--- src/rtl/core/tdns_pkg.sv ---
// ----------------------------------------------------------------------------
// tdns_pkg
// Shared types, codes and constants of the tick driven note sequencer.
// ----------------------------------------------------------------------------
package tdns_pkg;

  localparam int unsigned PROG_DEPTH_DEF = 256;
  localparam int unsigned CFG_IDX_W      = 2;
  localparam int unsigned CFG_DATA_W     = 32;
  localparam int unsigned QDEPTH         = 2;
  localparam int unsigned NBYTES         = 5;

  localparam logic [31:0] TICK_PERIOD_RST = 32'd31250000;
  localparam logic [31:0] BLOCK_STEP_RST  = 32'd2666667;

  localparam logic [2:0] ADV_STEP = 3'd1;
  localparam logic [2:0] ADV_REST = 3'd2;
  localparam logic [2:0] ADV_NOTE = 3'd5;

  typedef enum logic [CFG_IDX_W-1:0] {
    CFG_TICK_PERIOD = 2'd0,
    CFG_BLOCK_STEP  = 2'd1,
    CFG_RUN_ENABLE  = 2'd2
  } cfg_idx_e;

  typedef enum logic {
    KIND_BLOCK = 1'b0,
    KIND_WRITE = 1'b1
  } kind_e;

  typedef enum logic {
    EV_ON  = 1'b0,
    EV_OFF = 1'b1
  } ev_e;

  typedef enum logic [7:0] {
    OPC_NOP  = 8'd0,
    OPC_LOOP = 8'd1,
    OPC_NOTE = 8'd2,
    OPC_REST = 8'd3
  } opcode_e;

  typedef struct packed {
    logic       kind;
    logic [7:0] prog_addr;
    logic [7:0] prog_byte;
  } in_word_t;

  typedef struct packed {
    logic       event_res;
    logic [7:0] channel;
    logic [7:0] pitch;
    logic [7:0] velocity;
    logic       last;
  } out_word_t;

endpackage

--- src/rtl/core/tdns_ram.sv ---
// ----------------------------------------------------------------------------
// tdns_ram
// Generic single write port, single read port RAM with registered read data.
// ----------------------------------------------------------------------------
module tdns_ram #(
  parameter int unsigned WIDTH = 8,
  parameter int unsigned DEPTH = 256
) (
  input  logic                     clk_i,
  input  logic                     we_i,
  input  logic [$clog2(DEPTH)-1:0] waddr_i,
  input  logic [WIDTH-1:0]         wdata_i,
  input  logic                     re_i,
  input  logic [$clog2(DEPTH)-1:0] raddr_i,
  output logic [WIDTH-1:0]         rdata_o
);

  logic [WIDTH-1:0] mem_q [DEPTH];

  always_ff @(posedge clk_i) begin
    if (we_i) begin
      mem_q[waddr_i] <= wdata_i;
    end
    if (re_i) begin
      rdata_o <= mem_q[raddr_i];
    end
  end

endmodule

--- src/rtl/core/tdns_queue.sv ---
// ----------------------------------------------------------------------------
// tdns_queue
// Two entry word queue between the front and the back.
// ----------------------------------------------------------------------------
module tdns_queue
  import tdns_pkg::*;
(
  input  logic     clk_i,
  input  logic     rst_ni,
  input  logic     push_valid_i,
  output logic     push_ready_o,
  input  in_word_t push_word_i,
  output logic     pop_valid_o,
  input  logic     pop_ready_i,
  output in_word_t pop_word_o
);

  localparam int unsigned PW = $clog2(QDEPTH);
  localparam int unsigned NW = $clog2(QDEPTH + 1);

  in_word_t        entry_q [QDEPTH];
  logic [PW-1:0]   wr_ptr_q, rd_ptr_q;
  logic [NW-1:0]   count_q;
  logic            push, pop;

  assign push_ready_o = (count_q != NW'(QDEPTH));
  assign pop_valid_o  = (count_q != '0);
  assign pop_word_o   = entry_q[rd_ptr_q];
  assign push         = push_valid_i && push_ready_o;
  assign pop          = pop_valid_o && pop_ready_i;

  always_ff @(posedge clk_i) begin
    if (push) begin
      entry_q[wr_ptr_q] <= push_word_i;
    end
  end

  always_ff @(posedge clk_i or negedge rst_ni) begin
    if (!rst_ni) begin
      wr_ptr_q <= '0;
      rd_ptr_q <= '0;
      count_q  <= '0;
    end else begin
      if (push) begin
        wr_ptr_q <= (wr_ptr_q == PW'(QDEPTH - 1)) ? '0 : wr_ptr_q + PW'(1);
      end
      if (pop) begin
        rd_ptr_q <= (rd_ptr_q == PW'(QDEPTH - 1)) ? '0 : rd_ptr_q + PW'(1);
      end
      if (push && !pop) begin
        count_q <= count_q + NW'(1);
      end else if (pop && !push) begin
        count_q <= count_q - NW'(1);
      end
    end
  end

endmodule

--- src/rtl/core/tdns_front.sv ---
// ----------------------------------------------------------------------------
// tdns_front
// Configuration registers, time accumulator and word classification.
// ----------------------------------------------------------------------------
module tdns_front
  import tdns_pkg::*;
(
  input  logic                  clk_i,
  input  logic                  rst_ni,
  input  logic                  cfg_we_i,
  input  logic [CFG_IDX_W-1:0]  cfg_idx_i,
  input  logic [CFG_DATA_W-1:0] cfg_data_i,
  input  logic                  in_valid_i,
  output logic                  in_ready_o,
  input  in_word_t              in_word_i,
  output logic                  push_valid_o,
  input  logic                  push_ready_i,
  output in_word_t              push_word_o
);

  logic [31:0] tick_period_q, block_step_q, acc_q, acc_d;
  logic        run_enable_q;
  logic [32:0] sum;
  logic [33:0] diff;
  logic        tick, is_write, accept;

  assign sum      = {1'b0, acc_q} + {1'b0, block_step_q};
  assign diff     = {1'b0, sum} - {2'b00, tick_period_q};
  assign tick     = !diff[33] && (diff[32:0] != '0);
  assign is_write = (kind_e'(in_word_i.kind) == KIND_WRITE);

  always_comb begin
    logic [32:0] nxt;
    nxt   = tick ? diff[32:0] : sum;
    acc_d = nxt[32] ? '1 : nxt[31:0];
  end

  assign in_ready_o   = push_ready_i;
  assign accept       = in_valid_i && in_ready_o;
  assign push_valid_o = in_valid_i && (is_write || (tick && run_enable_q));
  assign push_word_o  = in_word_i;

  always_ff @(posedge clk_i or negedge rst_ni) begin
    if (!rst_ni) begin
      tick_period_q <= TICK_PERIOD_RST;
      block_step_q  <= BLOCK_STEP_RST;
      run_enable_q  <= 1'b0;
      acc_q         <= '0;
    end else begin
      if (cfg_we_i) begin
        unique case (cfg_idx_e'(cfg_idx_i))
          CFG_TICK_PERIOD: tick_period_q <= cfg_data_i;
          CFG_BLOCK_STEP:  block_step_q  <= cfg_data_i;
          CFG_RUN_ENABLE:  run_enable_q  <= cfg_data_i[0];
          default: ;
        endcase
      end
      if (accept && !is_write) begin
        acc_q <= acc_d;
      end
    end
  end

endmodule

--- src/rtl/core/tdns_back.sv ---
// ----------------------------------------------------------------------------
// tdns_back
// Program store access, instruction execution and event output register.
// ----------------------------------------------------------------------------
module tdns_back
  import tdns_pkg::*;
#(
  parameter int unsigned PROG_DEPTH = PROG_DEPTH_DEF
) (
  input  logic      clk_i,
  input  logic      rst_ni,
  input  logic      q_valid_i,
  output logic      q_ready_o,
  input  in_word_t  q_word_i,
  output logic      out_valid_o,
  input  logic      out_ready_i,
  output out_word_t out_word_o,
  output logic      off_pend_o
);

  localparam int unsigned AW = $clog2(PROG_DEPTH);
  localparam int unsigned RW = AW + 4;
  localparam int unsigned CW = $clog2(NBYTES + 1);
  localparam int unsigned BW = $clog2(NBYTES);

  typedef enum logic [1:0] {
    ST_IDLE,
    ST_FETCH,
    ST_EXEC,
    ST_EMIT
  } state_e;

  state_e          state_q;
  logic [CW-1:0]   cnt_q;
  logic [AW-1:0]   pc_q, pc_d;
  logic            waiting_q, waiting_d;
  logic [7:0]      remaining_q, remaining_d;
  logic            on_pend_q, off_pend_q, on_d, off_d;
  logic            out_valid_q;
  out_word_t       out_q;
  logic [7:0]      byte_q [NBYTES];
  logic            ram_we, ram_re, out_free, is_write;
  logic [AW-1:0]   ram_waddr, ram_raddr;
  logic [7:0]      ram_rdata;

  function automatic logic [AW-1:0] pc_add(input logic [AW-1:0] pc, input logic [2:0] inc);
    logic [AW:0] s;
    s = {1'b0, pc} + (AW+1)'(inc);
    if (s >= (AW+1)'(PROG_DEPTH)) begin
      s = s - (AW+1)'(PROG_DEPTH);
    end
    return AW'(s);
  endfunction

  function automatic logic [AW-1:0] addr_wrap(input logic [7:0] a);
    logic [RW-1:0] r;
    r = RW'(a);
    for (int k = 3; k >= 0; k--) begin
      if (r >= (RW'(PROG_DEPTH) << k)) begin
        r = r - (RW'(PROG_DEPTH) << k);
      end
    end
    return AW'(r);
  endfunction

  assign is_write  = (kind_e'(q_word_i.kind) == KIND_WRITE);
  assign q_ready_o = (state_q == ST_IDLE);
  assign ram_we    = (state_q == ST_IDLE) && q_valid_i && is_write;
  assign ram_waddr = addr_wrap(q_word_i.prog_addr);
  assign ram_re    = (state_q == ST_FETCH) && (cnt_q < CW'(NBYTES));
  assign ram_raddr = pc_add(pc_q, 3'(cnt_q));
  assign out_free  = !out_valid_q || out_ready_i;

  tdns_ram #(
    .WIDTH (8),
    .DEPTH (PROG_DEPTH)
  ) u_ram (
    .clk_i   (clk_i),
    .we_i    (ram_we),
    .waddr_i (ram_waddr),
    .wdata_i (q_word_i.prog_byte),
    .re_i    (ram_re),
    .raddr_i (ram_raddr),
    .rdata_o (ram_rdata)
  );

  always_comb begin
    logic       is_note;
    logic [7:0] dur, rem0, rem1;
    is_note     = (opcode_e'(byte_q[0]) == OPC_NOTE);
    dur         = is_note ? byte_q[4] : byte_q[1];
    rem0        = waiting_q ? remaining_q : dur;
    rem1        = rem0 - 8'd1;
    pc_d        = pc_q;
    waiting_d   = waiting_q;
    remaining_d = remaining_q;
    on_d        = 1'b0;
    off_d       = 1'b0;
    unique case (opcode_e'(byte_q[0]))
      OPC_LOOP: begin
        pc_d = '0;
      end
      OPC_NOTE, OPC_REST: begin
        on_d        = is_note && !waiting_q;
        remaining_d = rem1;
        if (rem1 == 8'd0) begin
          waiting_d = 1'b0;
          off_d     = is_note;
          pc_d      = pc_add(pc_q, is_note ? ADV_NOTE : ADV_REST);
        end else begin
          waiting_d = 1'b1;
        end
      end
      default: begin
        pc_d = pc_add(pc_q, ADV_STEP);
      end
    endcase
  end

  always_ff @(posedge clk_i) begin
    if ((state_q == ST_FETCH) && (cnt_q != '0)) begin
      byte_q[BW'(cnt_q - CW'(1))] <= ram_rdata;
    end
  end

  always_ff @(posedge clk_i or negedge rst_ni) begin
    if (!rst_ni) begin
      state_q     <= ST_IDLE;
      cnt_q       <= '0;
      pc_q        <= '0;
      waiting_q   <= 1'b0;
      remaining_q <= '0;
      on_pend_q   <= 1'b0;
      off_pend_q  <= 1'b0;
      out_valid_q <= 1'b0;
      out_q       <= '0;
    end else begin
      if ((state_q == ST_EMIT) && out_free) begin
        out_valid_q <= 1'b1;
      end else if (out_ready_i) begin
        out_valid_q <= 1'b0;
      end
      unique case (state_q)
        ST_IDLE: begin
          if (q_valid_i && !is_write) begin
            state_q <= ST_FETCH;
            cnt_q   <= '0;
          end
        end
        ST_FETCH: begin
          if (cnt_q == CW'(NBYTES)) begin
            state_q <= ST_EXEC;
          end else begin
            cnt_q <= cnt_q + CW'(1);
          end
        end
        ST_EXEC: begin
          pc_q        <= pc_d;
          waiting_q   <= waiting_d;
          remaining_q <= remaining_d;
          on_pend_q   <= on_d;
          off_pend_q  <= off_d;
          state_q     <= (on_d || off_d) ? ST_EMIT : ST_IDLE;
        end
        ST_EMIT: begin
          if (out_free) begin
            out_q.channel   <= byte_q[1];
            out_q.pitch     <= byte_q[2];
            if (on_pend_q) begin
              out_q.event_res <= EV_ON;
              out_q.velocity  <= byte_q[3];
              out_q.last      <= !off_pend_q;
              on_pend_q       <= 1'b0;
              if (!off_pend_q) begin
                state_q <= ST_IDLE;
              end
            end else begin
              out_q.event_res <= EV_OFF;
              out_q.velocity  <= 8'd0;
              out_q.last      <= 1'b1;
              off_pend_q      <= 1'b0;
              state_q         <= ST_IDLE;
            end
          end
        end
        default: state_q <= ST_IDLE;
      endcase
    end
  end

  assign out_valid_o = out_valid_q;
  assign out_word_o  = out_q;
  assign off_pend_o  = off_pend_q;

endmodule

--- src/rtl/core/tick_driven_note_sequencer.sv ---
// ----------------------------------------------------------------------------
// tick_driven_note_sequencer
// Block-timed sequencer running a byte-coded note program on ticks.
// Write words and non-ticking block words are taken while the queue has room.
// A ticking block word holds the back while it is dequeued, while five program
// bytes are read from the single read port and while it executes, and then
// while each note event (up to 2) waits for the output register to be free.
// Reset clears control state; the program store holds garbage until written.
// ----------------------------------------------------------------------------
module tick_driven_note_sequencer
  import tdns_pkg::*;
#(
  parameter int unsigned PROG_DEPTH = PROG_DEPTH_DEF
) (
  input  logic                  clk_i,
  input  logic                  rst_ni,
  input  logic                  cfg_we_i,
  input  logic [CFG_IDX_W-1:0]  cfg_idx_i,
  input  logic [CFG_DATA_W-1:0] cfg_data_i,
  input  logic                  in_valid_i,
  output logic                  in_ready_o,
  input  in_word_t              in_word_i,
  output logic                  out_valid_o,
  input  logic                  out_ready_i,
  output out_word_t             out_word_o
);

  logic     push_valid, push_ready, pop_valid, pop_ready, off_pend;
  in_word_t push_word, pop_word;

  tdns_front u_front (
    .clk_i        (clk_i),
    .rst_ni       (rst_ni),
    .cfg_we_i     (cfg_we_i),
    .cfg_idx_i    (cfg_idx_i),
    .cfg_data_i   (cfg_data_i),
    .in_valid_i   (in_valid_i),
    .in_ready_o   (in_ready_o),
    .in_word_i    (in_word_i),
    .push_valid_o (push_valid),
    .push_ready_i (push_ready),
    .push_word_o  (push_word)
  );

  tdns_queue u_queue (
    .clk_i        (clk_i),
    .rst_ni       (rst_ni),
    .push_valid_i (push_valid),
    .push_ready_o (push_ready),
    .push_word_i  (push_word),
    .pop_valid_o  (pop_valid),
    .pop_ready_i  (pop_ready),
    .pop_word_o   (pop_word)
  );

  tdns_back #(
    .PROG_DEPTH (PROG_DEPTH)
  ) u_back (
    .clk_i       (clk_i),
    .rst_ni      (rst_ni),
    .q_valid_i   (pop_valid),
    .q_ready_o   (pop_ready),
    .q_word_i    (pop_word),
    .out_valid_o (out_valid_o),
    .out_ready_i (out_ready_i),
    .out_word_o  (out_word_o),
    .off_pend_o  (off_pend)
  );

`ifndef NO_ASSERTIONS
  a_on_not_last_has_off: assert property (@(posedge clk_i) disable iff (!rst_ni)
    (out_valid_o && (out_word_o.event_res == EV_ON) && !out_word_o.last) |-> off_pend)
    else $error("note-on without last but no note-off pending");

  a_off_is_last: assert property (@(posedge clk_i) disable iff (!rst_ni)
    (out_valid_o && (out_word_o.event_res == EV_OFF)) |->
      (out_word_o.last && (out_word_o.velocity == 8'd0)))
    else $error("note-off word malformed");

  a_off_pend_drains: assert property (@(posedge clk_i) disable iff (!rst_ni)
    (off_pend && !out_valid_o) |=> (off_pend || out_valid_o))
    else $error("pending note-off lost");
`endif

endmodule
--- config.mk ---
export PLATFORM = sky130hd
export DESIGN_NAME = tick_driven_note_sequencer
export DESIGN_NICKNAME = d
export VERILOG_FILES = /design/src/rtl/core/tdns_pkg.sv /design/src/rtl/core/tdns_ram.sv /design/src/rtl/core/tdns_queue.sv /design/src/rtl/core/tdns_front.sv /design/src/rtl/core/tdns_back.sv /design/src/rtl/core/tick_driven_note_sequencer.sv
export SDC_FILE = /design/constraint.sdc
export NUM_CORES = 2
export LEC_CHECK = 0
export CORE_MARGIN = 2
export CORE_UTILIZATION = 55
export DETAILED_ROUTE_END_ITERATION = 10
export DONT_BUFFER_PORTS = 1
export GPL_TIMING_DRIVEN = 0
export PLACE_DENSITY = 0.73
export SLEW_MARGIN = 15
export SYNTH_ARGS = -nofsm -noshare
export SYNTH_HDL_FRONTEND = slang
export SYNTH_SLANG_ARGS = --single-unit
--- constraint.sdc ---
create_clock -name clk_i -period 7.1 [get_ports clk_i]
set_input_delay 0.71 -clock clk_i [delete_from_list [all_inputs] [get_ports clk_i]]
set_output_delay 0.71 -clock clk_i [all_outputs]
set_load 0.005 [all_outputs]
==> out/qor.csv <==
stage,metric,value,unit
status,status,completed,
timing,setup_viol,0,
synthesis,synth_seq_area_share,73.4,%
run,drv_cap,0,
final_layout,seq_area,0.0678,mm2
synthesis,syn-num-nets,4698,
timing,finalCriticalPeriod,6.86,ns
floorplanning,die_area,0.171,mm2
final_layout,area_growth,12.3,%
timing,worst_slack,0.241,ns
synthesis,yosysUniqueCellTypes,81,
floorplanning,ios,84,
timing,fmax,146,MHz
synthesis,syn_area_per_cell,20.3,um2
critical_path,reg2reg_slack,0.24,ns
clocking,clk_pin_slew,0.06,ns
grt,grt_pass1_vias,47200,
final_layout,finalInstanceArea,0.104,mm2
place,dpl_cell_area,0.0959,mm2
floorplanning,start_util,55.3,%
critical_path,start_kind,register,
hold_path,hp-class,input pin to register,
critical_path,critPathKind,register to register,
grt,grt_antenna_before_repair,17,
synthesis,synth.top_cells.by_area,"edfxtp_1, mux4_2, dfrtp_1",
clocking,cts_root_buf,clkbuf_16,
detailed_routing,drtPass1Iterations,6,
grt,grt.total_usage,27.4,%
critical_path,r2r_start,u_front.block_step_q[0]$_DFFE_PN1P_,
detailed_routing,drt_iter0_drc,6852,
critical_path,timing.rr.end,u_queue.entry_q[1][10]$_DFFE_PP_,
final_layout,final_cell_mix,"edfxtp_1, mux4_2, nor2_1",
timing,worst_slew_pin_slew,1.27,ns
synthesis,synth-main-ff-cell,edfxtp_1,
grt,grt_pass1_wl,332000,um
critical_path,slowest_delay,0.53,ns
clocking,clock_sinks,2282,
detailed_routing,drcViolationCount,0,
critical_path,end_kind,register,
detailed_routing,wire_per_inst,32.0,um
timing,rsz0062_at_grt,no,
grt,grt_overflow,0,
clocking,cts_buffers,219,
detailed_routing,postRouteAntennaNets,0,
timing,skew,0.0870,ns
critical_path,critPathSlowestCell,dfstp_2,
timing,period_share,96.6,%
synthesis,yosysTopAreaCellShare,69.2,%
detailed_routing,avgViaCountPerCell,6.59,
timing,hold_violations,0,
synthesis,ys_ff_latch,2282,
critical_path,cp_max_fo,10,
hold_path,min-delay-start,cfg_idx_i[1],
final_layout,multi_input_area,0.0236,mm2
synthesis,synth_warnings,0,
synthesis,yosysTopAreaCell,edfxtp_1,
floorplanning,core.rowCount,150,
critical_path,crit_top_cell,buf_6,
critical_path,r2r_cells,26,
timing,drv_slew,0,
clocking,cts.path.max_buffers,3,
floorplanning,dieWidth,414,um
timing,slew_headroom,15.0,%
floorplanning,coreArea,0.167,mm2
place,globalplace.congestion,0.914,
place,port_buffers,0,
floorplanning,die_h,414,um
final_layout,layout.cells.most_common,edfxtp_1,
clocking,h-tree-depth,4,
critical_path,cp.arrival,7.43,ns
synthesis,async_reset_ff_share,6.66,%
clocking,clk_latency,0.90,ns
critical_path,critical_path.endpoint,u_queue.entry_q[1][10]$_DFFE_PP_,
detailed_routing,via_count,47800,
clocking,cts_tree,built,
synthesis,syn_inst,4561,
critical_path,crit_required,7.67,ns
final_layout,final_nets,5000,
final_layout,drive_gt1_share,23.6,%
place,dpl.hpwl,151000,um
synthesis,netlist_area,0.0924,mm2
critical_path,startpoint,u_front.block_step_q[0]$_DFFE_PN1P_,
place,preCtsSetupSlack,0.139,ns
grt,grt_max_degree,153,
final_layout,nFillCells,11100,
synthesis,synth_edf_count,2130,
detailed_routing,routed_wl,232000,um
final cells by class:
class,instances,share of cell area [%]
flip-flops and latches,2282,65.3
multi-input cells,1972,22.8
clock buffers,268,5.49
well taps,2204,2.66
clock inverters,132,1.39
repair buffers,81,1.12
plain buffers,231,0.935
inverters,76,0.275
diodes,6,0.0145
Yosys cell counts, drive strengths merged (6+ instances only):
cell type	instances
nor2	308
a21o	28
ha	77
a31oi	12
a21oi	82
nand2	209
o21bai	7
mux4	680
mux2i	12
xor2	26
nand3	48
o22ai	6
nor4	10
o21ai	94
edfxtp	2130
or3	7
o211ai	12
o21a	19
dfrtp	129
nand2b	19
o31a	7
nand4	12
buf	70
dfstp	23
o32a	14
nor3	25
nor2b	31
o22a	18
nand3b	8
inv	76
a211oi	12
or2	6
clkbuf	161
mux2	62
o32ai	12
xnor2	41
o31ai	9
sequential cells by signal, summed over array words and instances, names as in the netlist, 3 cells and up:
register / flops
u_back.u_ram.mem_q: 2048
u_back.byte_q: 40
u_queue.entry_q: 34
u_front.acc_q: 32
u_front.block_step_q: 32
u_front.tick_period_q: 32
u_back.out_word_o: 26
u_back.pc_q: 8
u_back.remaining_q: 8
u_back.u_ram.rdata_o: 8
u_back.cnt_q: 3
worst min path at each step:
| stage | endpoint | slack, ns | cells after the start |
|---|---|---|---|
| 6_report | u_front.run_enable_q$_DFFE_PN0P_ | 0.09 | 2 |
| 3_3_place_gp | u_front.block_step_q[18]$_DFFE_PN0P_ | 0.42 | 0 |
| 4_1_cts | u_front.run_enable_q$_DFFE_PN0P_ | 0.04 | 2 |
| 5_1_grt | u_front.run_enable_q$_DFFE_PN0P_ | 0.09 | 2 |
| 2_1_floorplan | u_back.cnt_q[0]$_DFFE_PN0P_ | 0.41 | 0 |
| 3_5_place_dp | u_front.block_step_q[18]$_DFFE_PN0P_ | 0.42 | 0 |
metal layers:
layer	track usage (%)	part of all wire, %	vias to the layer above
met5	0	0.040	-
met4	10.5	4.2	16
met3	6.29	11	449
met2	43.2	48	2847
met1	37.6	37	25100
li1	-	-	19400
kinds of logic after synthesis:
group	synth area share, %
xor gates and xnor gates	0.643
muxes	17.5
adders and majority gates	1.13
AOI/OAI and AO/OA	2.68
DFF	73.4
buffers and inverters	1.30
and+or+nand+nor	3.35
timing repair:
action,CTS,global route
hold buffers,51,0
endpoints found under the hold margin,252,0
resized for setup,0,8
endpoints found under the setup margin,0,34
setup buffers,0,3
worst max-delay path: cells and delay by family, from the launching register on:
family,cells,cell delay [ns]
compound gates,12,2.60
simple gates,6,1.54
fa+ha+maj,3,0.99
buf+inv,4,0.73
flops,1,0.53
xor+xnor,1,0.16
through the flow:
stage               TNS [ns]  std cells  util [%]  hold slack, ns
CTS                        0       7241      62.0          0.0430
global route               0       7248      62.1          0.0905
floorplan                  0       4561         -           0.414
detailed placement         0       6790      57.4           0.418
finish                     0       7252      62.1          0.0857
global placement      -63.14       6765      57.0           0.419
Power is left out: the tool's default activity adds up to more than one toggle a clock period on the data nets, which glitch-free logic cannot reach.
